## src/rtl/ocrs_pkg.sv

```systemverilog
`timescale 1ns / 1ps
`default_nettype none
// ----------------------------------------------------------------------------
// ocrs_pkg
// Shared types for the oscillator count ranking sorter.
// ----------------------------------------------------------------------------
package ocrs_pkg;

  localparam int RING_W  = 6;
  localparam int COUNT_W = 32;

  // one stored ring entry: index and 64-bit key high:low
  typedef struct packed {
    logic [RING_W-1:0]  ring;
    logic [COUNT_W-1:0] hi;
    logic [COUNT_W-1:0] lo;
  } entry_t;

  // sequencer to output stage control
  typedef struct packed {
    logic load;
    logic last;
  } emit_ctl_t;

  // sequencer states
  typedef enum logic [2:0] {
    ST_LOAD,
    ST_SEL_START,
    ST_SEL_FIRST,
    ST_SCAN,
    ST_SWAP_P,
    ST_SWAP_BEST,
    ST_EMIT_RD,
    ST_EMIT_LD
  } state_t;

endpackage
`default_nettype wire

```

## src/rtl/ocrs_store.sv

```systemverilog
`timescale 1ns / 1ps
`default_nettype none
// ----------------------------------------------------------------------------
// ocrs_store
// Entry memory: one write port, one read port, registered read data.
// ----------------------------------------------------------------------------
module ocrs_store #(
  parameter int DEPTH = 8,
  parameter int AW    = 3
) (
  input  wire logic             clk,
  input  wire logic             wr_en,
  input  wire logic [AW-1:0]    wr_addr,
  input  wire ocrs_pkg::entry_t wr_data,
  input  wire logic             rd_en,
  input  wire logic [AW-1:0]    rd_addr,
  output ocrs_pkg::entry_t      rd_data
);
  import ocrs_pkg::*;

  entry_t mem [DEPTH];
  entry_t rd_data_r;

  // write port
  always_ff @(posedge clk) begin
    if (wr_en) begin
      mem[wr_addr] <= wr_data;
    end
  end

  // read port, registered read data
  always_ff @(posedge clk) begin
    if (rd_en) begin
      rd_data_r <= mem[rd_addr];
    end
  end

  assign rd_data = rd_data_r;

endmodule
`default_nettype wire

```

## src/rtl/ocrs_seq.sv

```systemverilog
`timescale 1ns / 1ps
`default_nettype none
// ----------------------------------------------------------------------------
// ocrs_seq
// Sequencer: loads a batch, runs the selection sort through the entry
// memory with one comparator, then reads the ranked entries out.
// ----------------------------------------------------------------------------
module ocrs_seq #(
  parameter int NUM_RINGS = 8,
  parameter int AW        = 3
) (
  input  wire logic                              clk,
  input  wire logic                              rst_n,
  input  wire logic                              in_valid,
  output logic                                   in_stall,
  input  wire logic [ocrs_pkg::COUNT_W-1:0]      in_count_high,
  input  wire logic [ocrs_pkg::COUNT_W-1:0]      in_count_low,
  input  wire logic                              out_free,
  output ocrs_pkg::emit_ctl_t                    emit,
  output logic                                   mem_we,
  output logic [AW-1:0]                          mem_waddr,
  output ocrs_pkg::entry_t                       mem_wdata,
  output logic                                   mem_re,
  output logic [AW-1:0]                          mem_raddr,
  input  wire ocrs_pkg::entry_t                  mem_rdata
);
  import ocrs_pkg::*;

  localparam logic [AW-1:0] LAST   = AW'(NUM_RINGS - 1);
  localparam logic [AW-1:0] LAST_P = AW'(NUM_RINGS - 2);

  state_t         state_r, state_nxt;
  logic [AW-1:0]  fill_r, fill_nxt;
  logic [AW-1:0]  p_r, p_nxt;
  logic [AW-1:0]  q_r, q_nxt;
  logic [AW-1:0]  e_r, e_nxt;
  logic [AW-1:0]  best_addr_r, best_addr_nxt;
  entry_t         best_r, best_nxt;
  entry_t         pent_r, pent_nxt;
  logic           in_xfer;
  logic           greater;

  assign in_xfer = in_valid && (state_r == ST_LOAD);
  assign greater = {mem_rdata.hi, mem_rdata.lo} > {best_r.hi, best_r.lo};

  // next state
  always_comb begin
    state_nxt = state_r;
    unique case (state_r)
      ST_LOAD: begin
        if (in_xfer && fill_r == LAST) state_nxt = ST_SEL_START;
      end
      ST_SEL_START: state_nxt = ST_SEL_FIRST;
      ST_SEL_FIRST: state_nxt = ST_SCAN;
      ST_SCAN: begin
        if (q_r == LAST) state_nxt = ST_SWAP_P;
      end
      ST_SWAP_P: state_nxt = ST_SWAP_BEST;
      ST_SWAP_BEST: begin
        state_nxt = (p_r == LAST_P) ? ST_EMIT_RD : ST_SEL_START;
      end
      ST_EMIT_RD: state_nxt = ST_EMIT_LD;
      ST_EMIT_LD: begin
        if (out_free) state_nxt = (e_r == LAST) ? ST_LOAD : ST_EMIT_RD;
      end
      default: state_nxt = ST_LOAD;
    endcase
  end

  // outputs: handshake, memory ports, emit control
  always_comb begin
    in_stall  = 1'b1;
    mem_we    = 1'b0;
    mem_waddr = fill_r;
    mem_wdata = '{ring: RING_W'(fill_r), hi: in_count_high, lo: in_count_low};
    mem_re    = 1'b0;
    mem_raddr = p_r;
    emit      = '{load: 1'b0, last: 1'b0};
    unique case (state_r)
      ST_LOAD: begin
        in_stall = 1'b0;
        mem_we   = in_valid;
      end
      ST_SEL_START: begin
        mem_re = 1'b1;
      end
      ST_SEL_FIRST: begin
        mem_re    = 1'b1;
        mem_raddr = p_r + 1'b1;
      end
      ST_SCAN: begin
        mem_re    = (q_r != LAST);
        mem_raddr = q_r + 1'b1;
      end
      ST_SWAP_P: begin
        mem_we    = 1'b1;
        mem_waddr = p_r;
        mem_wdata = best_r;
      end
      ST_SWAP_BEST: begin
        mem_we    = 1'b1;
        mem_waddr = best_addr_r;
        mem_wdata = pent_r;
      end
      ST_EMIT_RD: begin
        mem_re    = 1'b1;
        mem_raddr = e_r;
      end
      ST_EMIT_LD: begin
        emit = '{load: out_free, last: (e_r == LAST)};
      end
      default: ;
    endcase
  end

  // counters and the running maximum
  always_comb begin
    fill_nxt      = fill_r;
    p_nxt         = p_r;
    q_nxt         = q_r;
    e_nxt         = e_r;
    best_nxt      = best_r;
    best_addr_nxt = best_addr_r;
    pent_nxt      = pent_r;
    case (state_r)
      ST_LOAD: begin
        if (in_xfer) begin
          if (fill_r == LAST) begin
            fill_nxt = '0;
            p_nxt    = '0;
          end else begin
            fill_nxt = fill_r + 1'b1;
          end
        end
      end
      ST_SEL_FIRST: begin
        q_nxt = p_r + 1'b1;
      end
      ST_SCAN: begin
        if (q_r != LAST) q_nxt = q_r + 1'b1;
        if (greater) begin
          best_nxt      = mem_rdata;
          best_addr_nxt = q_r;
        end
      end
      ST_SWAP_BEST: begin
        p_nxt = p_r + 1'b1;
        e_nxt = '0;
      end
      ST_EMIT_LD: begin
        if (out_free) e_nxt = (e_r == LAST) ? '0 : e_r + 1'b1;
      end
      default: ;
    endcase
    // entry p arrives in the cycle after its read
    if (state_r == ST_SEL_FIRST) begin
      best_nxt      = mem_rdata;
      best_addr_nxt = p_r;
      pent_nxt      = mem_rdata;
    end
  end

  // control registers
  always_ff @(posedge clk) begin
    if (!rst_n) begin
      state_r <= ST_LOAD;
      fill_r  <= '0;
      p_r     <= '0;
      q_r     <= '0;
      e_r     <= '0;
    end else begin
      state_r <= state_nxt;
      fill_r  <= fill_nxt;
      p_r     <= p_nxt;
      q_r     <= q_nxt;
      e_r     <= e_nxt;
    end
  end

  // payload registers
  always_ff @(posedge clk) begin
    best_r      <= best_nxt;
    best_addr_r <= best_addr_nxt;
    pent_r      <= pent_nxt;
  end

  // checks
  a_scan_after_p: assert property (@(posedge clk) disable iff (!rst_n)
    state_r == ST_SCAN |-> q_r > p_r)
    else $error("scan position not above sort position");

  a_best_in_range: assert property (@(posedge clk) disable iff (!rst_n)
    state_r == ST_SWAP_P |-> (best_addr_r >= p_r && best_addr_r <= LAST))
    else $error("selected entry outside the unsorted range");

  a_emit_free: assert property (@(posedge clk) disable iff (!rst_n)
    emit.load |-> out_free)
    else $error("emit into an occupied output register");

  a_last_back_to_load: assert property (@(posedge clk) disable iff (!rst_n)
    emit.load && emit.last |=> state_r == ST_LOAD && fill_r == '0)
    else $error("batch did not end after the last rank");

endmodule
`default_nettype wire

```

## src/rtl/oscillator_count_ranking_sort.sv

```systemverilog
`timescale 1ns / 1ps
`default_nettype none
// ----------------------------------------------------------------------------
// oscillator_count_ranking_sort
// Ranks a batch of ring-oscillator counts from fastest to slowest.
// ----------------------------------------------------------------------------
// The block takes NUM_RINGS count items, one per cycle while the input does
// not stall, each one ring's 64-bit count high:low; the arrival position is
// the ring index. After the last item of a batch the input stalls while a
// selection sort runs through an entry memory with one write port and one
// read port and one 64-bit comparator: each position takes one memory read
// per scanned entry plus two write-backs for the swap. The ranked entries
// then leave one at a time, each read from memory and then loaded into the
// output register once it is free, the last one flagged with out_last_rank.
// The next batch may load while the last result still waits in the output
// register.
// ----------------------------------------------------------------------------
module oscillator_count_ranking_sort #(
  parameter int NUM_RINGS = 8
) (
  input  wire logic                             clk,
  input  wire logic                             rst_n,
  input  wire logic                             in_valid,
  output logic                                  in_stall,
  input  wire logic [ocrs_pkg::COUNT_W-1:0]     in_count_high,
  input  wire logic [ocrs_pkg::COUNT_W-1:0]     in_count_low,
  output logic                                  out_valid,
  input  wire logic                             out_stall,
  output logic [ocrs_pkg::RING_W-1:0]           out_ring_index,
  output logic [ocrs_pkg::COUNT_W-1:0]          out_ranked_high,
  output logic [ocrs_pkg::COUNT_W-1:0]          out_ranked_low,
  output logic                                  out_last_rank
);
  import ocrs_pkg::*;

  localparam int AW = $clog2(NUM_RINGS);

  emit_ctl_t     emit;
  logic          out_free;
  logic          mem_we;
  logic [AW-1:0] mem_waddr;
  entry_t        mem_wdata;
  logic          mem_re;
  logic [AW-1:0] mem_raddr;
  entry_t        mem_rdata;

  logic          out_valid_r;
  entry_t        out_entry_r;
  logic          out_last_r;

  assign out_free = !out_valid_r || !out_stall;

  ocrs_seq #(
    .NUM_RINGS (NUM_RINGS),
    .AW        (AW)
  ) u_seq (
    .clk           (clk),
    .rst_n         (rst_n),
    .in_valid      (in_valid),
    .in_stall      (in_stall),
    .in_count_high (in_count_high),
    .in_count_low  (in_count_low),
    .out_free      (out_free),
    .emit          (emit),
    .mem_we        (mem_we),
    .mem_waddr     (mem_waddr),
    .mem_wdata     (mem_wdata),
    .mem_re        (mem_re),
    .mem_raddr     (mem_raddr),
    .mem_rdata     (mem_rdata)
  );

  ocrs_store #(
    .DEPTH (NUM_RINGS),
    .AW    (AW)
  ) u_store (
    .clk     (clk),
    .wr_en   (mem_we),
    .wr_addr (mem_waddr),
    .wr_data (mem_wdata),
    .rd_en   (mem_re),
    .rd_addr (mem_raddr),
    .rd_data (mem_rdata)
  );

  // output register valid
  always_ff @(posedge clk) begin
    if (!rst_n) begin
      out_valid_r <= 1'b0;
    end else if (emit.load) begin
      out_valid_r <= 1'b1;
    end else if (!out_stall) begin
      out_valid_r <= 1'b0;
    end
  end

  // output register payload
  always_ff @(posedge clk) begin
    if (emit.load) begin
      out_entry_r <= mem_rdata;
      out_last_r  <= emit.last;
    end
  end

  assign out_valid       = out_valid_r;
  assign out_ring_index  = out_entry_r.ring;
  assign out_ranked_high = out_entry_r.hi;
  assign out_ranked_low  = out_entry_r.lo;
  assign out_last_rank   = out_last_r;

endmodule
`default_nettype wire

```

## config.mk

```make
export PLATFORM = sky130hd
export DESIGN_NAME = oscillator_count_ranking_sort
export DESIGN_NICKNAME = d
export VERILOG_FILES = /design/src/rtl/ocrs_pkg.sv /design/src/rtl/ocrs_store.sv /design/src/rtl/ocrs_seq.sv /design/src/rtl/oscillator_count_ranking_sort.sv
export SDC_FILE = /design/constraint.sdc
export NUM_CORES = 1
export LEC_CHECK = 0
export BUFFER_PORTS_ARGS = -buffer_cell sky130_fd_sc_hd__buf_2
export CELL_PAD_IN_SITES_DETAIL_PLACEMENT = 1
export CELL_PAD_IN_SITES_GLOBAL_PLACEMENT = 2
export CORE_MARGIN = 2
export CORE_UTILIZATION = 48
export DETAILED_ROUTE_END_ITERATION = 8
export PLACE_DENSITY_LB_ADDON = 0.1
export SLEW_MARGIN = 30
export SYNTH_ARGS = -nofsm -noshare
export SYNTH_HDL_FRONTEND = slang
export SYNTH_HIERARCHICAL = 1
export SYNTH_SLANG_ARGS = --single-unit
```

## constraint.sdc

```tcl
create_clock -name clk -period 9.3 [get_ports clk]
set_input_delay 1.86 -clock clk [delete_from_list [all_inputs] [get_ports clk]]
set_output_delay 1.86 -clock clk [all_outputs]
set_load 0.005 [all_outputs]
```

After elaboration in Yosys (flattened, before gate mapping) --
Memory sizes are Yosys's and may differ from the RTL's. A register that Yosys moved wholly into a read port is not among the register bits. Cells that the tools add are included. Widths: inputs -> output; s select.
Storage, ports and cells: input port bits 68, output and inout bits 73, latch bits 0, memories 1, bits in writable memories 560, ROM bits 0, register bits 230
Cells by class: add/sub/neg operators 4, $mul 0, multiplexer cells 32, div/mod/pow operators 0, equality and inequality tests 19, reduce and logical (&&, ||, !) cells 18, order comparisons 1, bitwise logic cells 0, shifts and indexed selects 0
Memories:
- u_store.mem | words 8, width 70, read ports 1, clocked after memory_dff 1, wr ports 1, line ocrs_store.sv:21 | entry_t mem [DEPTH];
Operators by type and width (number):
- $mux 70 | 3
- $pmux 70 s2 | 1
- $gt 64x64->1 | 1
- $mux 3 | 14
- $eq 3x3->1 const B | 8
- $pmux 3 s2 | 4
- $pmux 3 s8 | 1
- $add 3x1->3 const B | 4
- $ne 2x1->1 const B | 5
- $pmux 3 s3 | 1
- $reduce_and 2->1 | 4
- $reduce_bool 2->1 | 4
- $eq 3x2->1 const B | 2
- $reduce_and 3->1 | 2
- $mux 1 | 5
- $ne 2x2->1 const B | 2
- $pmux 1 s2 | 2
- $eq 3x1->1 const B | 1
- $logic_not 3->1 | 1
- $ne 3x3->1 const B | 1
- $reduce_or 3->1 | 1
- $logic_and 1x1->1 | 2
- $logic_not 1->1 | 2
- $mux 2 | 1
- other kinds (2) | 2

Logic depth before layout (Yosys ltp) --
Gate-level depths: netlist of the first run.
depth in word-level cells 5, depth in mapped cells 11, depth with buffers taken out 8

Hierarchy --
Netlist of the first run, hierarchy kept.
By module, submodules not included:
- ocrs_store | instances 1, cells an instance 893, area an instance 23168.5 um^2
- ocrs_seq | instances 1, cells an instance 735, area an instance 8395.6 um^2
- oscillator_count_ranking_sort | instances 1, cells an instance 75, area an instance 2167.1 um^2

Worst setup path before layout of the first run --
Ideal clock, no wire load.
kind in2reg, start in in_valid, end mem u_store/mem[0][0] in the netlist's numbering (enable), arrival 6.871 ns, path slack 1.845 ns, data required time 8.716 ns, cell stages on the path 4, setup time 0.584 ns, path through nand2_2 > nand2_1 > nand2b_1 > nor3_1
On the way: word-level cells in the longest chain between the ends 3
Ends and longest elaborated chain:
- start: declaration | line oscillator_count_ranking_sort.sv:23 | input wire logic in_valid,
- $pmux 1 s2 | line ocrs_seq.sv:79 | unique case (state_r)
- named net mem_we | line oscillator_count_ranking_sort.sv:40 | logic mem_we;
- $mux 1 | line ocrs_store.sv:26 | if (wr_en) begin
- $mux 1 (not written as such) | line ocrs_store.sv:27 | mem[wr_addr] <= wr_data;
- end: declaration | line ocrs_store.sv:21
The timed path passes the listed nets, and every way through them passes these cells.

Final worst setup path of the first run --
start reg u_seq.state_r[0], end mem u_store/mem[6][9] in the netlist's numbering (enable)
On the way: elaborated cells between the ends (all ways) 8, classes of those cells eq/ne (2); mux (4); reduce/logical (2)
RTL lines:
- start: declaration | line ocrs_seq.sv:32 | state_t state_r, state_nxt;
- start signal: assignment | line ocrs_seq.sv:172 | state_r <= state_nxt;
- $eq 3x3->1 | line ocrs_seq.sv:79
- $pmux 3 s2 * | line ocrs_seq.sv:79
- named net mem_waddr[1] | line oscillator_count_ranking_sort.sv:41 | logic [AW-1:0] mem_waddr;
Mark *: on every way through the listed nets, which the timed path passes. The rest lies on a longest branch.

==> summary.md, run 1 <==
| Metric | Value |
|---|---|
| Status | completed |
| Period utilization | 53.6% |
| Clock Sinks | 860 |
| CTS resizes | 0 |
| Fin crit period | ~5 ns |
| Critical Path Max Stage Delay | roughly 0.87 ns |
| Number of fillers in the final layout | between 6000 and 7000 |
| Hold crit path type | reg -> reg |
| Crit end category | flip-flop |
| Max Buffers Root-to-Sink | 3 |
| ANT cells | 0 |
| Netlist cell types | between 50 and 60 |
| ANT nets after route | 0 |
| Max Cap Violations | 0 |
| CTS tree | yes |
| Layout cell share with drive strength beyond 1 | 27.9% |
| Area grow syn2layout | 14.8% |
| Hold Crit Start | u_seq/fill_r[1] |
| Vias | approximately 17000 |
| Clock root cell | clkbuf_16 |
| Hold Buf Count CTS | 0 |
| Vias per std cell | between 5 and 6 |
| Post-synth EDFFs | 844 |
| Hold worst-path end | u_seq/fill_r[1] |
| R2R setup slack | 4.31 ns |
| Area of the core | 69800 µm² |
| CP most frequent cell | buf_4 |
| Syn. warnings | 6 |
| Die Span Y | 269 µm |
| FF+latch count, synth | 860 |
| Largest net degree at the start of global routing | 141 |
| Worst EP arrival | around 5.2 ns |
| WL/cell | 26.3 µm |
| Post-CTS Repair Setup Buffers | 0 |
| Antenna violations before repair | 1 |
| Worst-Margin Slew | between 0.9 and 1 ns |
| Max frequency | 201 MHz |
| Fin nets | slightly above 2000 |
| Total routed wirelength | between 70 and 80 mm |
| Die ar. | between 70000 and 80000 µm² |
| Crit Path Max Fanout | 49 |
| Worst VDD drop | about 0.15 mV |
| Drt drc | 0 |
| Syn Nets | about 1800 |
| Worst R2R Path Depth | 7 |
| Asr flop ratio synth | 0% |
| GPL Wtd Cong | 0.749 |
| Skew-Pair Late Insertion Delay | 0.64 ns |
| Final setup viols | 0 |
| Global-route wire length before repair | about 110 mm |
| Mapped cell area | 33700 µm² |
| Multi-input gate area | ~7500 µm² |
| Register area | about 26000 µm² |
| RR Startpoint | u_seq/state_r[0] |
| Post-synth top flop | edfxtp_1 |
| Clk_skew | approximately 0.022 ns |
| PD cells | between 200 and 250 nW/µm² |
| Placed Cells | 2740 |
| CP max-delay cell | buf_4 |
| Clock-pin slew on the worst setup and hold paths | ~0.060 ns |
| Final Max Tran Viols | 0 |
| Crit path max-delay family | buffers and inverters |
| Synthesized area per cell | 19.8 µm² |
| Hpwl dp | 43.0 mm |
| R2r endpoint | u_store/mem[6][9] |
| Worst Hold Depth | 2 |
| Global route total overflow | 0 |
| Leak pwr | between 10 and 15 nW |
| H-tree depth | 3 |
| Post-placement cell area | approximately 36000 µm² |
| Total iterations of the first detailed-routing run | 5 |
| Worst path required time | around 9.6 ns |
| RSZ-0062 raised after global routing | no |
| Final hold violation count | 0 |
| Std-Cell Rows | 97 |
| Rel. slew slack | 33.8% |
| Iter 0 DRT Violations | 1090 |
| Setup_tns | 0 ns |
| Launching element type of the critical path | flip-flop |
| I/O Buffers | 140 |
| Buf/Inv on CP | 3 |
| Num CTS Buffers | 92 |
| Design area | approximately 39000 µm² |
| Total track usage | 21.8% |
| Syn Inst Count | approximately 1700 |
| Vias in the first global route | 17900 |
| CP Class | reg -> reg |
| Critical path cell sequence | buf_4 > buf_4 > mux2i_1 > a21oi_1 > nand2b_1 > nor2_4 > buf_4 |
| Register area share after synthesis | about 76% |
| Die Span X | roughly 270 µm |
| I/O pins | approximately 140 |
| Final Instance Count excl. Fillers | 2914 |
| Starting Density | between 40 and 50% |
-- cell families after synthesis --
logic type | after synthesis | synth area share, %
flip-flops | 860 | 76.1
multiplexers | 287 | 14.0
AND/OR/NAND/NOR | 177 | 2.39
AO/OA/AOI/OAI | 165 | 2.83
buffers and inverters | 141 | 2.01
adder cells (fa/ha/maj) | 72 | 2.67
XOR/XNOR | 1 | 0.0260
-- metal layers --
layer  GRT usage, %  vias up  part of all wire (%)
li1               -     7239                     -
met1           31.2     8821                    45
met2           35.9      330                    49
met3           2.63      113                   3.8
met4           6.05        0                   1.9
met5              0        -                     0
-- worst max path at each step --
stage                                start                 end  slack [ns]  cells after the start
final                     u_seq/state_r[0]   u_store/mem[6][9]        4.31                      7
after global routing      u_seq/state_r[0]   u_store/mem[6][5]        4.07                      7
after CTS                 u_seq/state_r[0]  u_store/mem[3][22]        4.23                      7
after detailed placement  u_seq/state_r[0]  u_store/mem[3][45]        4.24                      7
after global placement    u_seq/state_r[0]  u_store/mem[3][45]        4.32                      7
after floorplan                   in_valid   u_store/mem[0][0]        1.85                      4
-- cells in the mapped netlist (4+ instances only) --
cell type,number,area (µm²)
edfxtp_1,844,25300
a21o_1,9,67.6
ha_1,72,901
a21oi_1,116,581
dfxtp_1,16,320
nor3_1,6,30.0
nand3_1,14,70.1
mux2i_1,73,731
inv_1,69,259
clkbuf_1,16,60.1
buf_4,6,45.0
a21boi_0,4,30.0
nor2b_1,5,31.3
nand4_1,15,93.8
o21ai_1,4,20.0
mux2_2,74,833
o21ai_0,9,45.0
nand2_1,26,97.6
mux4_2,140,3150
buf_6,11,124
buf_2,35,175
nor2_1,95,357
-- through the flow --
step | power [mW] | utilization, % | hold slack [ns] | setup WS [ns]
after floorplan | 5.06 | - | 0.440 | 1.85
after CTS | 9.04 | 55.4 | 0.505 | 4.23
after global placement | 5.26 | 50.9 | 0.474 | 4.32
after global routing | 9.23 | 55.5 | 0.527 | 4.07
after detailed placement | 5.29 | 51.0 | 0.495 | 4.24
final | 8.93 | 55.5 | 0.505 | 4.31
-- final cells by class --
cell class,count,area share (%)
Sequential cell,860,66.3
Multi-Input combinational cell,702,19.4
Clock buffer,106,6.19
Tap cell,940,3.04
Timing Repair Buffer,170,2.63
Clock inverter,65,1.78
Inverter,71,0.688
-- where the power goes --
group          total, mW  internal, mW  switching [mW]  leakage (nW)
registers           4.54          4.46          0.0831          7.77
logic              0.655         0.278           0.377          3.45
clock network       3.73          2.24            1.49          1.52
total               8.93          6.98            1.95          12.8
-- registers in the layout (all words and copies together), names as in the netlist, 6 cells and up --
register / cells
u_store/mem: 560
u_seq/best_r: 70
u_seq/pent_r: 70
u_store/rd_data: 70
out_ranked_high: 32
out_ranked_low: 32
out_ring_index: 6
-- tightest hold or removal path, stage by stage (launching register included) --
cell and delay [ns]:
dfxtp_1 0.33, nand2_1 0.06, a21oi_1 0.06
-- cell usage in the layout, fill, tap and decap left out, types with 5 or more instances in the layout --
cell and n:
edfxtp_1 844, mux2_2 74, inv_6 5, nand3_1 14, clkinv_1 20, nor2b_1 5, dfxtp_1 15, nor2_4 8
nor2_1 89, clkbuf_16 94, nand4_1 15, o21ai_0 8, a21oi_1 112, clkinv_2 23, buf_2 140, inv_1 69
clkbuf_1 12, ha_1 72, mux2i_1 73, buf_6 5, nand2_1 26, buf_4 20, a21o_1 9, mux4_2 140
bufinv_16 14
No activity file was read; power rests on OpenSTA's default activity.
==> run 2: changes to the inputs <==
Settings changed: CORE_UTILIZATION 48 to 43.
Clock period 9.3 ns to 4 ns, I/O delays scaled along.
==> summary.md, run 2 (synthesis gave the netlist of run 1 again) <==
| Metric | Value |
|---|---|
| H-tree depth | 3 (unchanged) |
| Iter 0 DRT Violations | 1243 (+14%) |
| Total track usage | 19.7% (-2.1 points) |
| ANT cells | 0 (unchanged) |
| Total routed wirelength | 78.3 mm (+2.1%) |
| Max frequency | 320 MHz (+59%) |
| Worst Hold Depth | 0 (-2) |
| Final hold violation count | 0 (unchanged) |
| Worst-Margin Slew | 0.863 ns (-0.129 ns) |
| Clock root cell | clkbuf_16 |
| Crit end category | flip-flop |
| Clock Sinks | 860 (unchanged) |
| Worst VDD drop | 0.289 mV (+87%) |
| Vias | 16500 (+0.079%) |
| Fin crit period | 3.13 ns (-1.86 ns) |
| Num CTS Buffers | 89 (-3.3%) |
| PD cells | 519 nW/µm² (+120%) |
| Commonest cells after routing, fill and taps aside | 844 x edfxtp_1, 140 x buf_2, 140 x mux4_2, 112 x a21oi_1, 93 x clkbuf_16 |
| Worst EP arrival | 3.50 ns (-1.74 ns) |
| Worst Setup Slack, final | 0.873 ns (-3.44 ns) |
| Leak pwr | 12.7 nW (-0.49%) |
| Rel. slew slack | 42.4% (+8.6 points) |
| Post-CTS Repair Setup Buffers | 0 (unchanged) |
| RSZ-0062 raised after global routing | no |
| Area grow syn2layout | 15.2% |
| Largest Register | u_store/mem |
| Starting Density | 43.5% (-4.9 points) |
| Worst path required time | 4.37 ns (-5.18 ns) |
| ANT nets after route | 0 (unchanged) |
| R2r endpoint | u_store/rd_data[17] |
| CTS tree | yes |
| Die Span Y | 284 µm (+5.6%) |
| Place WS | 0.826 ns (-3.41 ns) |
| Global-route wire length before repair | 118 mm (+2.6%) |
| Period utilization | 78.2% (+25 points) |
| CP max-delay cell | dfxtp_4 |
| Worst R2R Path Depth | 7 (unchanged) |
| Layout cell share with drive strength beyond 1 | 27.4% (-0.46 points) |
| R2R setup slack | 0.87 ns (-3.44 ns) |
| Global routing's busiest layer | met2 |
| M2 GR Usage | 33.0% (-2.9 points) |
| Critical Path Max Stage Delay | 0.56 ns (-0.31 ns) |
| Vias in the first global route | 18100 (+0.77%) |
| Critical path launch point | u_seq/state_r[0] |
| Die Span X | 284 µm (+5.6%) |
| Clock-pin slew on the worst setup and hold paths | 0.06 ns (about the same) |
| Antenna violations before repair | 2 (+1) |
| Hold worst-path end | u_seq/pent_r[64] |
| Most common cell after layout, fill and taps aside | edfxtp_1 |
| Die ar. | 80700 µm² (+11%) |
| Hpwl dp | 43.7 mm (+1.7%) |
| Clk_skew | 0.0154 ns (-0.00634 ns) |
| RR Startpoint | u_seq/state_r[0] |
| Setup_tns | 0 ns (unchanged) |
| Global route total overflow | 0 (unchanged) |
| WL/cell | 26.0 µm (-1.4%) |
| Status | completed |
| CTS resizes | 0 (unchanged) |
| Hold Buf Count CTS | 0 (unchanged) |
| Crit Path Max Fanout | 47 (-4.1%) |
| Met3 GRT Util | 3.07% (+0.44 points) |
| Max Cap Violations | 0 (unchanged) |
| Std-Cell Rows | 102 (+5.2%) |
| Met1 usage | 27.2% (-4.0 points) |
| I/O Buffers | 140 (unchanged) |
| Max reg flops | 560 (unchanged) |
| Critical path cell sequence | or3_1 > o21ai_0 > a21oi_4 > buf_12 > buf_4 > mux4_2 > mux2_2 |
| Fin nets | 2047 (+0.49%) |
| Max Buffers Root-to-Sink | 3 (unchanged) |
| Area of the core | 77600 µm² (+11%) |
| I/O pins | 141 (unchanged) |
| Vias per std cell | 5.47 (-3.4%) |
| Skew-Pair Late Insertion Delay | 0.63 ns (about the same) |
| CP Class | reg -> reg |
| Drt drc | 0 (unchanged) |
| Launching element type of the critical path | flip-flop |
| Largest net degree at the start of global routing | 81 (-43%) |
| Hold Crit Start | u_store/rd_data[64] |
| Final setup viols | 0 (unchanged) |
| Total iterations of the first detailed-routing run | 5 (unchanged) |
| GPL Wtd Cong | 0.732 (-2.3%) |
| Hold crit path type | reg -> reg |
| Final Max Tran Viols | 0 (unchanged) |
## run 2: cell count changes in the layout (fill, tap and decap cells not counted), sizes merged
| cell | delta |
|---|---|
| buf | +13 |
| inv | -3 |
| clkinv | -9 |
| bufinv | -7 |
| clkbuf | +6 |
| clkinvlp | +4 |
## run 2: routing by layer
metal / vias to the layer above / wire length [µm]
li1: 7235 / -
met1: 8885 / 35000
met2: 281 / 38900
met3: 111 / 2930
met4: 4 / 1520
met5: - / 25
## run 2: report_power, final
part	switching (mW)	internal (mW)	total (mW)	leakage [nW]
clock network	3.38	4.68	8.06	1.36
logic	0.879	0.671	1.55	3.56
registers	0.170	10.4	10.5	7.77
total	4.43	15.7	20.2	12.7
## run 2: area by class of cell
class,instances,area [µm²]
Timing Repair Buffer,183,1290
Fill cell,7102,38700
Tap cell,1040,1300
Clock inverter,50,418
Clock buffer,112,2400
Sequential cell,860,25700
Multi-Input combinational cell,702,7520
Inverter,71,267
## run 2: stage by stage
| step | hold WS, ns | total power, mW | area, µm² | utilization (%) | instances |
|---|---|---|---|---|---|
| 6_report | 0.484 | 20.2 | 38900 | 50.1 | 3018 |
| 2_1_floorplan | 0.440 | 11.7 | 33800 | - | 1703 |
| 5_1_grt | 0.466 | 20.9 | 38900 | 50.1 | 3018 |
| 3_3_place_gp | 0.452 | 12.3 | 36000 | 46.4 | 2856 |
| 3_5_place_dp | 0.470 | 12.3 | 36000 | 46.4 | 2856 |
| 4_1_cts | 0.439 | 20.4 | 38900 | 50.1 | 3018 |
## run 2: worst max-delay path by stage
| stage | cells after the start | slack (ns) | end |
|---|---|---|---|
| finish | 7 | 0.87 | u_store/rd_data[17] |
| global route | 7 | 0.63 | u_store/rd_data[17] |
| CTS | 7 | 0.81 | u_store/rd_data[17] |
| detailed placement | 7 | 0.83 | u_store/rd_data[17] |
| global placement | 7 | 0.91 | u_store/rd_data[22] |
| floorplan | 6 | -0.81 | u_store/mem[3][0] |
## run 2: worst max-delay path, delay by kind of cell, from the launching register on
family | cells | cell delay [ns]
mux | 2 | 0.84
simple gates | 1 | 0.16
compound gates | 2 | 0.42
flops | 1 | 0.56
buf+inv | 2 | 0.84
==> run 3: changes to the inputs <==
Settings changed: CORE_UTILIZATION 43 to 48.
Clock period 4 ns to 3.16 ns, I/O delays scaled along.
==> summary.md, run 3 (synthesis gave the netlist of run 1 again) <==
| Metric | Value |
|---|---|
| Status | completed |
| Critical Path Max Stage Delay | 0.44 ns (-0.12 ns) |
| Num CTS Buffers | 89 (unchanged) |
| CP Class | reg -> reg |
| ANT cells | 0 (unchanged) |
| Critical path cell sequence | buf_4 > ha_1 > xor2_1 > mux2_2 > o21ai_0 > a21oi_4 > buf_4 > mux4_2 > mux2_2 |
| Total track usage | 22.2% (+2.4 points) |
| Vias per std cell | 5.61 (+2.6%) |
| Die ar. | 72400 µm² (-10%) |
| Worst EP arrival | 3.38 ns (-0.12 ns) |
| Launching element type of the critical path | flip-flop |
| GPL Wtd Cong | 0.746 (+1.9%) |
| Starting Density | 48.3% (+4.9 points) |
| Crit Path Max Fanout | 24 (-49%) |
| Place WS | 0.0757 ns (-0.751 ns) |
| Worst VDD drop | 0.377 mV (+30%) |
| Max Buffers Root-to-Sink | 3 (unchanged) |
| Design area | 39300 µm² (+1.0%) |
| Global-route wire length before repair | 116 mm (-1.7%) |
| PD cells | 653 nW/µm² (+26%) |
| Worst path required time | 3.54 ns (-0.83 ns) |
| Hold Buf Count CTS | 0 (unchanged) |
| ANT nets after route | 0 (unchanged) |
| Area grow syn2layout | 16.4% |
| Layout cell share with drive strength beyond 1 | 29.7% (+2.3 points) |
| Fin nets | 2088 (+2.0%) |
| Antenna violations before repair | 1 (-1) |
| Number of fillers in the final layout | 6102 (-14%) |
| Rel. slew slack | 48.0% (+5.6 points) |
| Period utilization | 95.1% (+17 points) |
| Post-placement cell area | 36300 µm² (+0.83%) |
| Clock-pin slew on the worst setup and hold paths | 0.06 ns (about the same) |
| H-tree depth | 3 (unchanged) |
| Most common cell after layout, fill and taps aside | edfxtp_1 |
| Crit end category | flip-flop |
| Std-Cell Rows | 97 (-4.9%) |
| Max reg flops | 560 (unchanged) |
| Final hold slack | 0.276 ns (-0.207 ns) |
| Max frequency | 333 MHz (+4.1%) |
| Post-CTS Repair Setup Buffers | 0 (unchanged) |
| Largest net degree at the start of global routing | 74 (-8.6%) |
| Area of the core | 69800 µm² (-10%) |
| Worst Setup Slack, final | 0.155 ns (-0.718 ns) |
| Final setup viols | 0 (unchanged) |
| Hold crit path type | in -> reg |
| Total power | 25.6 mW (+27%) |
| Die Span X | 269 µm (-5.3%) |
| CTS tree | yes |
| Final Max Tran Viols | 0 (unchanged) |
| RSZ-0062 raised after global routing | no |
| Clock root cell | clkbuf_16 |
| Clk_skew | 0.0141 ns (-0.00127 ns) |
| Hpwl dp | 45.2 mm (+3.5%) |
| Clock Sinks | 860 (unchanged) |
| Largest Register | u_store/mem |
| Vias in the first global route | 18000 (-0.48%) |
| Iter 0 DRT Violations | 1312 (+5.6%) |
| Final hold violation count | 0 (unchanged) |
| Drt drc | 0 (unchanged) |
| Worst-Margin Slew | 0.780 ns (-0.0838 ns) |
| Total iterations of the first detailed-routing run | 4 (-1) |
| Total routed wirelength | 77.8 mm (-0.67%) |
| CP max-delay cell | dfxtp_1 |
| Fin crit period | 3.00 ns (-0.122 ns) |
| Commonest cells after routing, fill and taps aside | 844 x edfxtp_1, 140 x buf_2, 140 x mux4_2, 110 x a21oi_1, 94 x clkbuf_16 |
| Global route total overflow | 0 (unchanged) |
| Skew-Pair Late Insertion Delay | 0.63 ns (about the same) |
| Leak pwr | 13.0 nW (+2.4%) |
| Die Span Y | 269 µm (-5.3%) |
| CTS resizes | 0 (unchanged) |
| I/O Buffers | 140 (unchanged) |
| WL/cell | 26.4 µm (+1.7%) |
| Vias | 16600 (+0.25%) |
| I/O pins | 141 (unchanged) |
| Max Cap Violations | 0 (unchanged) |
| Finished Core Util | 56.3% (+6.2 points) |
run 3: cell types whose count changed in the layout (fill, tap and decap cells not counted), moves of 3 or more:
| cell | before | now |
|---|---|---|
| buf_4 | 21 | 48 |
| clkbuf_8 | 0 | 3 |
| buf_12 | 21 | 35 |
| clkinv_1 | 25 | 15 |
| clkinvlp_4 | 6 | 2 |
| clkbuf_1 | 19 | 11 |
| clkinv_2 | 11 | 18 |
run 3: worst max-delay path: cells and delay by family (launching register included):
family / cells / cell delay, ns
muxes: 3 / 0.86
xor gates and xnor gates: 1 / 0.22
AOI/OAI and AO/OA: 2 / 0.43
DFF: 1 / 0.44
buffers and inverters: 2 / 0.58
adders and majority gates: 1 / 0.21
run 3: routing by layer:
layer	GRT usage, %	part of all wire, %
met5	0	0
met4	5.30	1.5
met3	3.10	4.1
met2	37.8	51
met1	30.5	43
run 3: cell type report:
cell class | instances | area [µm²] | share of cell area, %
Sequential cell | 860 | 25700 | 65.4
Inverter | 71 | 267 | 0.679
Clock buffer | 108 | 2430 | 6.20
Timing Repair Buffer | 224 | 1770 | 4.52
Clock inverter | 44 | 402 | 1.02
Tap cell | 940 | 1180 | 3.00
Multi-Input combinational cell | 702 | 7540 | 19.2
run 3: metrics by stage:
stage / TNS, ns / instances
final: 0 / 2949
after global routing: 0 / 2949
after CTS: 0 / 2939
after detailed placement: 0 / 2787
after global placement: 0 / 2787
after floorplan: -217.98 / 1703
run 3: where the power goes:
part           internal [mW]  switching (mW)  total (mW)  leakage, nW
combinational          0.935            1.16        2.09         3.81
clock                   6.01            4.21        10.2         1.40
sequential              13.1           0.212        13.3         7.78
total                   20.1            5.58        25.6         13.0
run 3: final timing paths:
check,cells past startpoint,endpoint,startpoint,slack [ns]
setup reg to reg,9,u_store/rd_data[28],u_seq/p_r[0],0.16
setup / recovery,9,u_store/rd_data[28],u_seq/p_r[0],0.16
hold / removal,3,out_valid,out_stall,0.28
hold reg to reg,0,u_seq/best_r[69],u_store/rd_data[69],0.50
